<file path="config.mk">
export PLATFORM = sky130hd
export DESIGN_NAME = i2c_register_transfer_master
export DESIGN_NICKNAME = d
export VERILOG_FILES = /design/src/rtl/i2crm_pkg.sv /design/src/rtl/i2crm_shift.sv /design/src/rtl/i2crm_seq.sv /design/src/rtl/i2c_register_transfer_master.sv
export SDC_FILE = /design/constraint.sdc
export NUM_CORES = 1
export LEC_CHECK = 0
export BUFFER_PORTS_ARGS = -buffer_cell sky130_fd_sc_hd__clkbuf_2
export CORE_ASPECT_RATIO = 0.5
export CORE_UTILIZATION = 45
export DETAILED_ROUTE_END_ITERATION = 6
export PLACE_DENSITY = 0.72
export SLEW_MARGIN = 20
export SYNTH_ARGS = -nofsm -noshare
export SYNTH_HDL_FRONTEND = slang
export SYNTH_SLANG_ARGS = --single-unit
</file>
<file path="constraint.sdc">
create_clock -name clk_i -period 3.45 [get_ports clk_i]
set_clock_uncertainty 0.15 [all_clocks]
set_input_delay 0.1725 -clock clk_i [delete_from_list [all_inputs] [get_ports clk_i]]
set_output_delay 0.1725 -clock clk_i [all_outputs]
set_load 0.1 [all_outputs]
</file>
<file path="src/rtl/i2crm_pkg.sv">
// ----------------------------------------------------------------------------
// i2crm_pkg
// Shared types and constants of the I2C register transfer master.
// ----------------------------------------------------------------------------
package i2crm_pkg;

  localparam int unsigned ByteW = 8;

  // bit counter: 0..7 data bits, 8 is the ack clock
  localparam logic [3:0] BitLast = 4'd7;
  localparam logic [3:0] AckSlot = 4'd8;

  localparam logic [ByteW-1:0] DevAddrReset = 8'h64;

  typedef enum logic [2:0] {
    KIND_START   = 3'd0,
    KIND_RESTART = 3'd1,
    KIND_BIT     = 3'd2,
    KIND_ACKCLK  = 3'd3,
    KIND_RDBIT   = 3'd4,
    KIND_MACK    = 3'd5,
    KIND_STOP    = 3'd6
  } slot_kind_e;

  typedef enum logic [3:0] {
    ST_IDLE,
    ST_LOAD,
    ST_START,
    ST_DEV,
    ST_REG,
    ST_RESTART,
    ST_RDADDR,
    ST_RDBITS,
    ST_MACK,
    ST_WRDATA,
    ST_STOP
  } seq_state_e;

  // one captured input item
  typedef struct packed {
    logic             cmd;
    logic             first;
    logic             final_byte;
    logic [ByteW-1:0] reg_addr;
    logic [ByteW-1:0] wr_byte;
    logic [ByteW-1:0] smp_bits;
  } item_t;

  // control of the byte shifter
  typedef struct packed {
    logic             load;
    logic             rotate;
    logic [ByteW-1:0] data;
  } shift_ctl_t;

  // one bus slot on its way to the output register
  typedef struct packed {
    logic             valid;
    slot_kind_e       kind;
    logic             sda;
    logic             drv;
    logic [ByteW-1:0] rbyte;
    logic             rvalid;
    logic             last;
  } slot_t;

endpackage

</file>
<file path="src/rtl/i2crm_shift.sv">
// ----------------------------------------------------------------------------
// i2crm_shift
// Byte shifter: loads a byte and rotates it left one bit per slot, MSB out.
// ----------------------------------------------------------------------------
module i2crm_shift (
  input  logic                   clk_i,
  input  logic                   rst_ni,
  input  i2crm_pkg::shift_ctl_t  ctl_i,
  output logic                   msb_o,
  output logic [7:0]             val_o
);
  import i2crm_pkg::*;

  logic [ByteW-1:0] sr_q, sr_d;

  // rotation brings the byte back whole after eight bits
  always_comb begin
    sr_d = sr_q;
    if (ctl_i.load) begin
      sr_d = ctl_i.data;
    end else if (ctl_i.rotate) begin
      sr_d = {sr_q[ByteW-2:0], sr_q[ByteW-1]};
    end
  end

  always_ff @(posedge clk_i or negedge rst_ni) begin
    if (!rst_ni) begin
      sr_q <= '0;
    end else begin
      sr_q <= sr_d;
    end
  end

  assign msb_o = sr_q[ByteW-1];
  assign val_o = sr_q;

endmodule

</file>
<file path="src/rtl/i2crm_seq.sv">
// ----------------------------------------------------------------------------
// i2crm_seq
// Slot sequencer: one phase per state, one slot per cycle unless stalled.
// ----------------------------------------------------------------------------
module i2crm_seq (
  input  logic                   clk_i,
  input  logic                   rst_ni,
  input  logic                   accept_i,
  input  logic                   adv_i,
  input  i2crm_pkg::item_t       item_i,
  input  logic [7:0]             dev_addr_i,
  input  logic                   msb_i,
  input  logic [7:0]             sr_val_i,
  output logic                   idle_o,
  output i2crm_pkg::shift_ctl_t  shift_o,
  output i2crm_pkg::slot_t       slot_o
);
  import i2crm_pkg::*;

  seq_state_e state_q, state_d;
  logic [3:0] cnt_q, cnt_d;
  logic       open_q, open_d;
  logic       rd_q, rd_d;
  logic       ack_slot;

  assign ack_slot = (cnt_q == AckSlot);

  // next state
  always_comb begin
    state_d = state_q;
    cnt_d   = cnt_q;
    open_d  = open_q;
    rd_d    = rd_q;
    case (state_q)
      ST_IDLE: begin
        if (accept_i) state_d = ST_LOAD;
      end
      ST_LOAD: begin
        cnt_d = '0;
        if (item_i.first) begin
          state_d = ST_START;
        end else if (open_q) begin
          state_d = rd_q ? ST_RDBITS : ST_WRDATA;
        end else begin
          state_d = ST_IDLE;
        end
      end
      ST_START: begin
        if (adv_i) state_d = ST_DEV;
      end
      ST_DEV, ST_REG, ST_RDADDR, ST_WRDATA: begin
        if (adv_i) begin
          if (ack_slot) begin
            cnt_d = '0;
            case (state_q)
              ST_DEV:  state_d = ST_REG;
              ST_REG: begin
                open_d  = 1'b1;
                rd_d    = !item_i.cmd;
                state_d = item_i.cmd ? ST_WRDATA : ST_RESTART;
              end
              ST_RDADDR: state_d = ST_RDBITS;
              default:   state_d = item_i.final_byte ? ST_STOP : ST_IDLE;
            endcase
          end else begin
            cnt_d = cnt_q + 4'd1;
          end
        end
      end
      ST_RESTART: begin
        if (adv_i) state_d = ST_RDADDR;
      end
      ST_RDBITS: begin
        if (adv_i) begin
          if (cnt_q == BitLast) begin
            cnt_d   = '0;
            state_d = ST_MACK;
          end else begin
            cnt_d = cnt_q + 4'd1;
          end
        end
      end
      ST_MACK: begin
        if (adv_i) state_d = item_i.final_byte ? ST_STOP : ST_IDLE;
      end
      ST_STOP: begin
        if (adv_i) begin
          open_d  = 1'b0;
          state_d = ST_IDLE;
        end
      end
      default: state_d = ST_IDLE;
    endcase
  end

  // outputs
  always_comb begin
    slot_o  = '0;
    shift_o = '0;
    idle_o  = (state_q == ST_IDLE);
    case (state_q)
      ST_LOAD: begin
        shift_o.load = 1'b1;
        shift_o.data = rd_q ? item_i.smp_bits : item_i.wr_byte;
      end
      ST_START: begin
        slot_o.valid = 1'b1;
        slot_o.kind  = open_q ? KIND_RESTART : KIND_START;
        slot_o.drv   = 1'b1;
        shift_o.load = adv_i;
        shift_o.data = dev_addr_i;
      end
      ST_DEV, ST_REG, ST_RDADDR, ST_WRDATA: begin
        slot_o.valid = 1'b1;
        if (ack_slot) begin
          slot_o.kind  = KIND_ACKCLK;
          slot_o.sda   = 1'b1;
          slot_o.last  = (state_q == ST_WRDATA) && !item_i.final_byte;
          shift_o.load = adv_i && (state_q != ST_WRDATA);
          case (state_q)
            ST_DEV:    shift_o.data = item_i.reg_addr;
            ST_REG:    shift_o.data = item_i.wr_byte;
            ST_RDADDR: shift_o.data = item_i.smp_bits;
            default:   shift_o.data = '0;
          endcase
        end else begin
          slot_o.kind    = KIND_BIT;
          slot_o.sda     = msb_i;
          slot_o.drv     = 1'b1;
          shift_o.rotate = adv_i;
        end
      end
      ST_RESTART: begin
        slot_o.valid = 1'b1;
        slot_o.kind  = KIND_RESTART;
        slot_o.drv   = 1'b1;
        shift_o.load = adv_i;
        shift_o.data = dev_addr_i + 8'd1;
      end
      ST_RDBITS: begin
        slot_o.valid   = 1'b1;
        slot_o.kind    = KIND_RDBIT;
        slot_o.sda     = msb_i;
        shift_o.rotate = adv_i;
      end
      ST_MACK: begin
        slot_o.valid  = 1'b1;
        slot_o.kind   = KIND_MACK;
        slot_o.sda    = item_i.final_byte;
        slot_o.drv    = 1'b1;
        slot_o.rbyte  = sr_val_i;
        slot_o.rvalid = 1'b1;
        slot_o.last   = !item_i.final_byte;
      end
      ST_STOP: begin
        slot_o.valid = 1'b1;
        slot_o.kind  = KIND_STOP;
        slot_o.sda   = 1'b1;
        slot_o.drv   = 1'b1;
        slot_o.last  = 1'b1;
      end
      default: ;
    endcase
  end

  always_ff @(posedge clk_i or negedge rst_ni) begin
    if (!rst_ni) begin
      state_q <= ST_IDLE;
      cnt_q   <= '0;
      open_q  <= 1'b0;
      rd_q    <= 1'b0;
    end else begin
      state_q <= state_d;
      cnt_q   <= cnt_d;
      open_q  <= open_d;
      rd_q    <= rd_d;
    end
  end

endmodule

</file>
<file path="src/rtl/i2c_register_transfer_master.sv">
// ----------------------------------------------------------------------------
// i2c_register_transfer_master
// I2C master for register reads and writes, one bus slot per output item.
// ----------------------------------------------------------------------------
// Each input item carries one data byte; the block answers with one output
// item per bus slot (start, bit, ack clock, stop and so on). An item is taken
// only while the sequencer is idle and occupies it through accept, decode and
// the slots it causes: 9 or 10 slots for a continuation item, 28 or 29 for an
// opening write, 38 or 39 for an opening read. Slots leave one per cycle
// through the output register while tready is high; a slot that waits in
// that register with tready low holds the sequencer. Bytes move through a
// single 8-bit rotating shifter, one bit per slot.
// ----------------------------------------------------------------------------
module i2c_register_transfer_master (
  input  logic        clk_i,
  input  logic        rst_ni,
  // configuration
  input  logic        psel,
  input  logic        penable,
  input  logic        pwrite,
  input  logic [2:0]  paddr,
  input  logic [31:0] pwdata,
  output logic [31:0] prdata,
  output logic        pready,
  // input items
  input  logic        s_axis_tvalid,
  output logic        s_axis_tready,
  input  logic [23:0] s_axis_tdata,  // register_address, write_byte, sampled_bits
  input  logic [1:0]  s_axis_tuser,  // cmd, first_byte
  input  logic        s_axis_tlast,  // final_byte
  // output items
  output logic        m_axis_tvalid,
  input  logic        m_axis_tready,
  output logic [15:0] m_axis_tdata,  // sda_level, master_drives, read_byte, zero pad
  output logic [3:0]  m_axis_tuser,  // slot_kind[2:0], read_valid
  output logic        m_axis_tlast   // last
);
  import i2crm_pkg::*;

  logic [ByteW-1:0] dev_q;
  item_t            item_q;
  logic             accept;
  logic             adv;
  logic             idle;
  logic             msb;
  logic [ByteW-1:0] sr_val;
  shift_ctl_t       shift_ctl;
  slot_t            slot;
  slot_t            out_q;
  logic             out_valid_q;

  // register file
  assign pready = 1'b1;
  assign prdata = paddr[2] ? 32'd0 : {24'd0, dev_q};

  always_ff @(posedge clk_i or negedge rst_ni) begin
    if (!rst_ni) begin
      dev_q <= DevAddrReset;
    end else if (psel && penable && pwrite && !paddr[2]) begin
      dev_q <= pwdata[ByteW-1:0];
    end
  end

  // item capture
  assign s_axis_tready = idle;
  assign accept        = s_axis_tvalid && idle;

  always_ff @(posedge clk_i) begin
    if (accept) begin
      item_q.cmd        <= s_axis_tuser[0];
      item_q.first      <= s_axis_tuser[1];
      item_q.final_byte <= s_axis_tlast;
      item_q.reg_addr   <= s_axis_tdata[7:0];
      item_q.wr_byte    <= s_axis_tdata[15:8];
      item_q.smp_bits   <= s_axis_tdata[23:16];
    end
  end

  assign adv = !out_valid_q || m_axis_tready;

  i2crm_seq u_seq (
    .clk_i      (clk_i),
    .rst_ni     (rst_ni),
    .accept_i   (accept),
    .adv_i      (adv),
    .item_i     (item_q),
    .dev_addr_i (dev_q),
    .msb_i      (msb),
    .sr_val_i   (sr_val),
    .idle_o     (idle),
    .shift_o    (shift_ctl),
    .slot_o     (slot)
  );

  i2crm_shift u_shift (
    .clk_i  (clk_i),
    .rst_ni (rst_ni),
    .ctl_i  (shift_ctl),
    .msb_o  (msb),
    .val_o  (sr_val)
  );

  // output register
  always_ff @(posedge clk_i or negedge rst_ni) begin
    if (!rst_ni) begin
      out_valid_q <= 1'b0;
    end else if (adv) begin
      out_valid_q <= slot.valid;
    end
  end

  always_ff @(posedge clk_i) begin
    if (adv && slot.valid) begin
      out_q <= slot;
    end
  end

  assign m_axis_tvalid = out_valid_q;
  assign m_axis_tdata  = {6'd0, out_q.rbyte, out_q.drv, out_q.sda};
  assign m_axis_tuser  = {out_q.rvalid, out_q.kind};
  assign m_axis_tlast  = out_q.last;

endmodule
</file>
==> metrics.md <==
| Metric | Value |
|---|---|
| Syn-to-layout area delta | `26.35%` |
| Final Max Slew Viols | `0` |
| Sw frac | `0.4860` |
| Final worst path period need | `between 2 and 3 ns` |
| Design Power | `between 4 and 5 mW` |
| Static Leak | `~2.1 nW` |
| CORE AREA | `8173 µm²` |
| Remaining DRCs | `0` |
| EDFF count, synth | `42` |
| Placer Congestion | `roughly 0.90` |
| FF-to-FF setup slack | `slightly above 0.8 ns` |
| Slew HR | `0.3766` |
| I/O pins | `roughly 130` |
| Wire length of the first global-routing pass | `between 10000 and 15000 µm` |
| Comb power frac | `0.489` |
| Via count | `3057` |
| Reg power frac | `0.303` |
| Pint | `roughly 2.4 mW` |
| Register bit count reported by yosys | `between 60 and 70` |
| Die footprint | `roughly 9000 µm²` |
| CP Launch Type | `flip-flop` |
| Largest net degree at the start of global routing | `28` |
| Register area share after synthesis | `0.5015` |
| Routed WL per cell | `around 15 µm` |
| Pre-CTS setup slack | `between 0.8 and 0.9 ns` |
| Post-Syn Area | `about 3900 µm²` |
| CP arrival | `around 2.7 ns` |
| Status | `complete, no violations` |
| Worst min-delay path category | `input pin to flip-flop` |
| CTS tree | `yes` |
| Reg clk slew, reported paths | `0.06 ns` |
| # diodes | `0` |
| Die H | `~68 µm` |
| CP required | `3.56 ns` |
| I/O Buffers | `67` |
| CP Capture Type | `flip-flop` |
| Remaining global-route overflow | `0` |
| Main flop type after synthesis | `edfxtp_1` |
| Iter 0 DRT Violations | `237` |
| CTS Hold Bufs | `36` |
| P_sw | `2.272 mW` |
| Vias in the first global route | `roughly 2800` |
| Async set-reset flop share out of synthesis | `0.3913` |
| Synth cell types | `53` |
| Worst-Margin Slew | `0.9351 ns` |
| Final worst-path cycle share | `0.7641` |
| Initial antenna violation count | `0` |
| RSZ-0062 raised after global routing | `false` |
| Cells after Synth | `roughly 360` |
| Setup bufs post-CTS | `0` |
| Final Setup Violations | `0` |
| Total CTS buffers | `9` |
| Critical path type | `flip-flop to flip-flop` |
| # H-tree levels | `3` |
| Proportion of power drawn by the clock network | `0.208` |
| Remaining antenna violation count | `0` |
| Final setup margin | `approximately 0.8 ns` |
| Overall global routing resource usage | `0.2042` |
| Total power per unit cell area | `956.1 nW/µm²` |
| Worst-skew pair later-pin latency | `0.33 ns` |
| Die W | `between 100 and 150 µm` |
| 1st-pass router iterations | `4` |
| Final net count | `approximately 530` |
| Row cnt | `23` |
| DP Wirelength | `5944 µm` |
| Min-Delay Path Depth | `2` |
| Placed inst area | `around 4200 µm²` |
| Reg2reg end | `u_seq.state_q[3]` |
| Yosys warns | `0` |
| Peak VDD IR | `between 0.4 and 0.5 mV` |
| Achievable clock frequency | `approximately 380 MHz` |
| RR Startpoint | `u_seq.state_q[1]` |
| Avg Vias per Cell | `5.326` |
| Initial core utilization | `0.4735` |
| Max clock buf depth | `2` |
| Hold Startpoint | `s_axis_tvalid` |
| CTS root buffer | `clkbuf_16` |
| Clock tree sinks | `between 60 and 70` |
| Ratio of cells with drive above 1 in the final layout | `0.2359` |
| Hold path endpoint | `item_q[24]` |
| Setup TNS | `0 ns` |
| Max cap viols | `0` |
| # resized after CTS | `0` |
| Fin. Hold Viols | `0` |
| Design Area, Final | `4890 µm²` |
| Crit-path max FO | `27` |
| R2R depth | `5` |
| Detailed Route WL | `8726 µm` |
| Syn avg cell area | `10.87 µm²` |
==> state kept, by name (all words and copies together) (netlist names) <==
register	count
m_axis_tvalid	1
u_seq.cnt_q	4
u_seq.state_q	4
u_shift.val_o	8
dev_q	8
m_axis_tdata	10
m_axis_tuser	4
m_axis_tlast	1
u_seq.open_q	1
item_q	27
u_seq.rd_q	1
==> cell usage after synthesis, types with 7 or more instances <==
master / number / area, µm²
a221o_1: 7 / 70.07
mux2_2: 9 / 101.4
o2bb2ai_1: 9 / 78.83
clkbuf_1: 8 / 30.03
dfrtp_1: 24 / 600.6
nand2_1: 13 / 48.80
a21oi_1: 18 / 90.09
inv_1: 12 / 45.04
o22ai_1: 7 / 43.79
nor2_1: 19 / 71.32
buf_2: 7 / 35.03
mux2i_1: 18 / 180.2
and3_1: 13 / 81.33
o21ai_0: 17 / 85.08
edfxtp_1: 42 / 1261
buf_4: 34 / 255.2
nor2b_1: 12 / 75.07
nand3_1: 9 / 45.04
==> critical path, cell delays in order, from the launching register on <==
cell	delay (ns)
dfrtp_1	0.72
or4b_1	0.85
or3_4	0.44
o221ai_2	0.17
nand2_1	0.07
a21oi_1	0.16
==> power by group through the flow <==
stage / Sequential [mW] / Combinational (mW) / Clock (mW)
finish: 1.42 / 2.29 / 0.970
global route: 1.46 / 2.45 / 1.01
CTS: 1.41 / 2.28 / 0.977
detailed placement: 1.43 / 2.24 / 0
global placement: 1.42 / 2.21 / 0
floorplan: 1.93 / 1.34 / 0
==> metrics by stage <==
step | instances | hold slack, ns | utilization
finish | 574 | 0.07279 | 0.5983
global route | 574 | 0.1039 | 0.5983
CTS | 574 | 0.08015 | 0.5983
detailed placement | 522 | 0.1194 | 0.5150
global placement | 522 | 0.1001 | 0.5150
floorplan | 385 | -0.2731 | -
==> per-layer routing <==
layer | global-route usage | routed length [µm] | vias to the layer above
met4 | 0.07528 | 129 | 0
li1 | - | - | 1475
met1 | 0.2576 | 3785 | 1450
met5 | 0 | 0 | -
met3 | 0.04655 | 552 | 14
met2 | 0.3514 | 4258 | 118
==> logic make-up after synthesis <==
kind of cell / count (synthesis) / share of synthesized area
flip-flops: 69 / 0.5015
AND/OR/NAND/NOR: 100 / 0.1497
other: 2 / 0.001941
AO/OA/AOI/OAI: 86 / 0.1539
XOR/XNOR: 5 / 0.01132
adder cells (fa/ha/maj): 3 / 0.009700
multiplexers: 28 / 0.07565
buffers and inverters: 63 / 0.09634
==> area by class of cell <==
class	instances	area, µm²
Fill cell	679	3283
Sequential cell	69	1941
Multi-Input combinational cell	253	1680
Timing Repair Buffer	112	763.2
Clock buffer	11	264.0
Tap cell	112	140.1
Clock inverter	5	56.30
Inverter	12	45.04
==> worst max-delay path by stage <==
stage,startpoint,to,slack [ns]
after floorplan,u_seq.state_q[0],item_q[0],0.35
after global placement,u_seq.state_q[1],u_shift.val_o[5],0.87
after detailed placement,u_seq.state_q[1],u_shift.val_o[5],0.87
after CTS,u_seq.cnt_q[0],u_shift.val_o[5],0.85
after global routing,u_seq.cnt_q[0],u_shift.val_o[5],0.58
final,u_seq.state_q[1],u_seq.state_q[3],0.81
==> cell usage in the layout (no fill, tap or decap), types with 5 or more instances in the layout <==
master,Yosys,routed
a21oi_1,18,18
a221o_1,7,7
and2_1,5,5
and3_1,13,13
buf_4,34,9
clkbuf_16,0,10
clkbuf_2,0,67
conb_1,2,31
dfrtp_1,24,24
dlygate4sd3_1,0,36
edfxtp_1,42,42
inv_1,12,12
mux2_2,9,9
mux2i_1,18,18
nand2_1,13,13
nand3_1,9,9
nor2_1,19,19
nor2b_1,12,12
nor3_1,5,5
o21ai_0,17,17
o22ai_1,7,7
o2bb2ai_1,9,9
(Power assumes the default switching activity.)
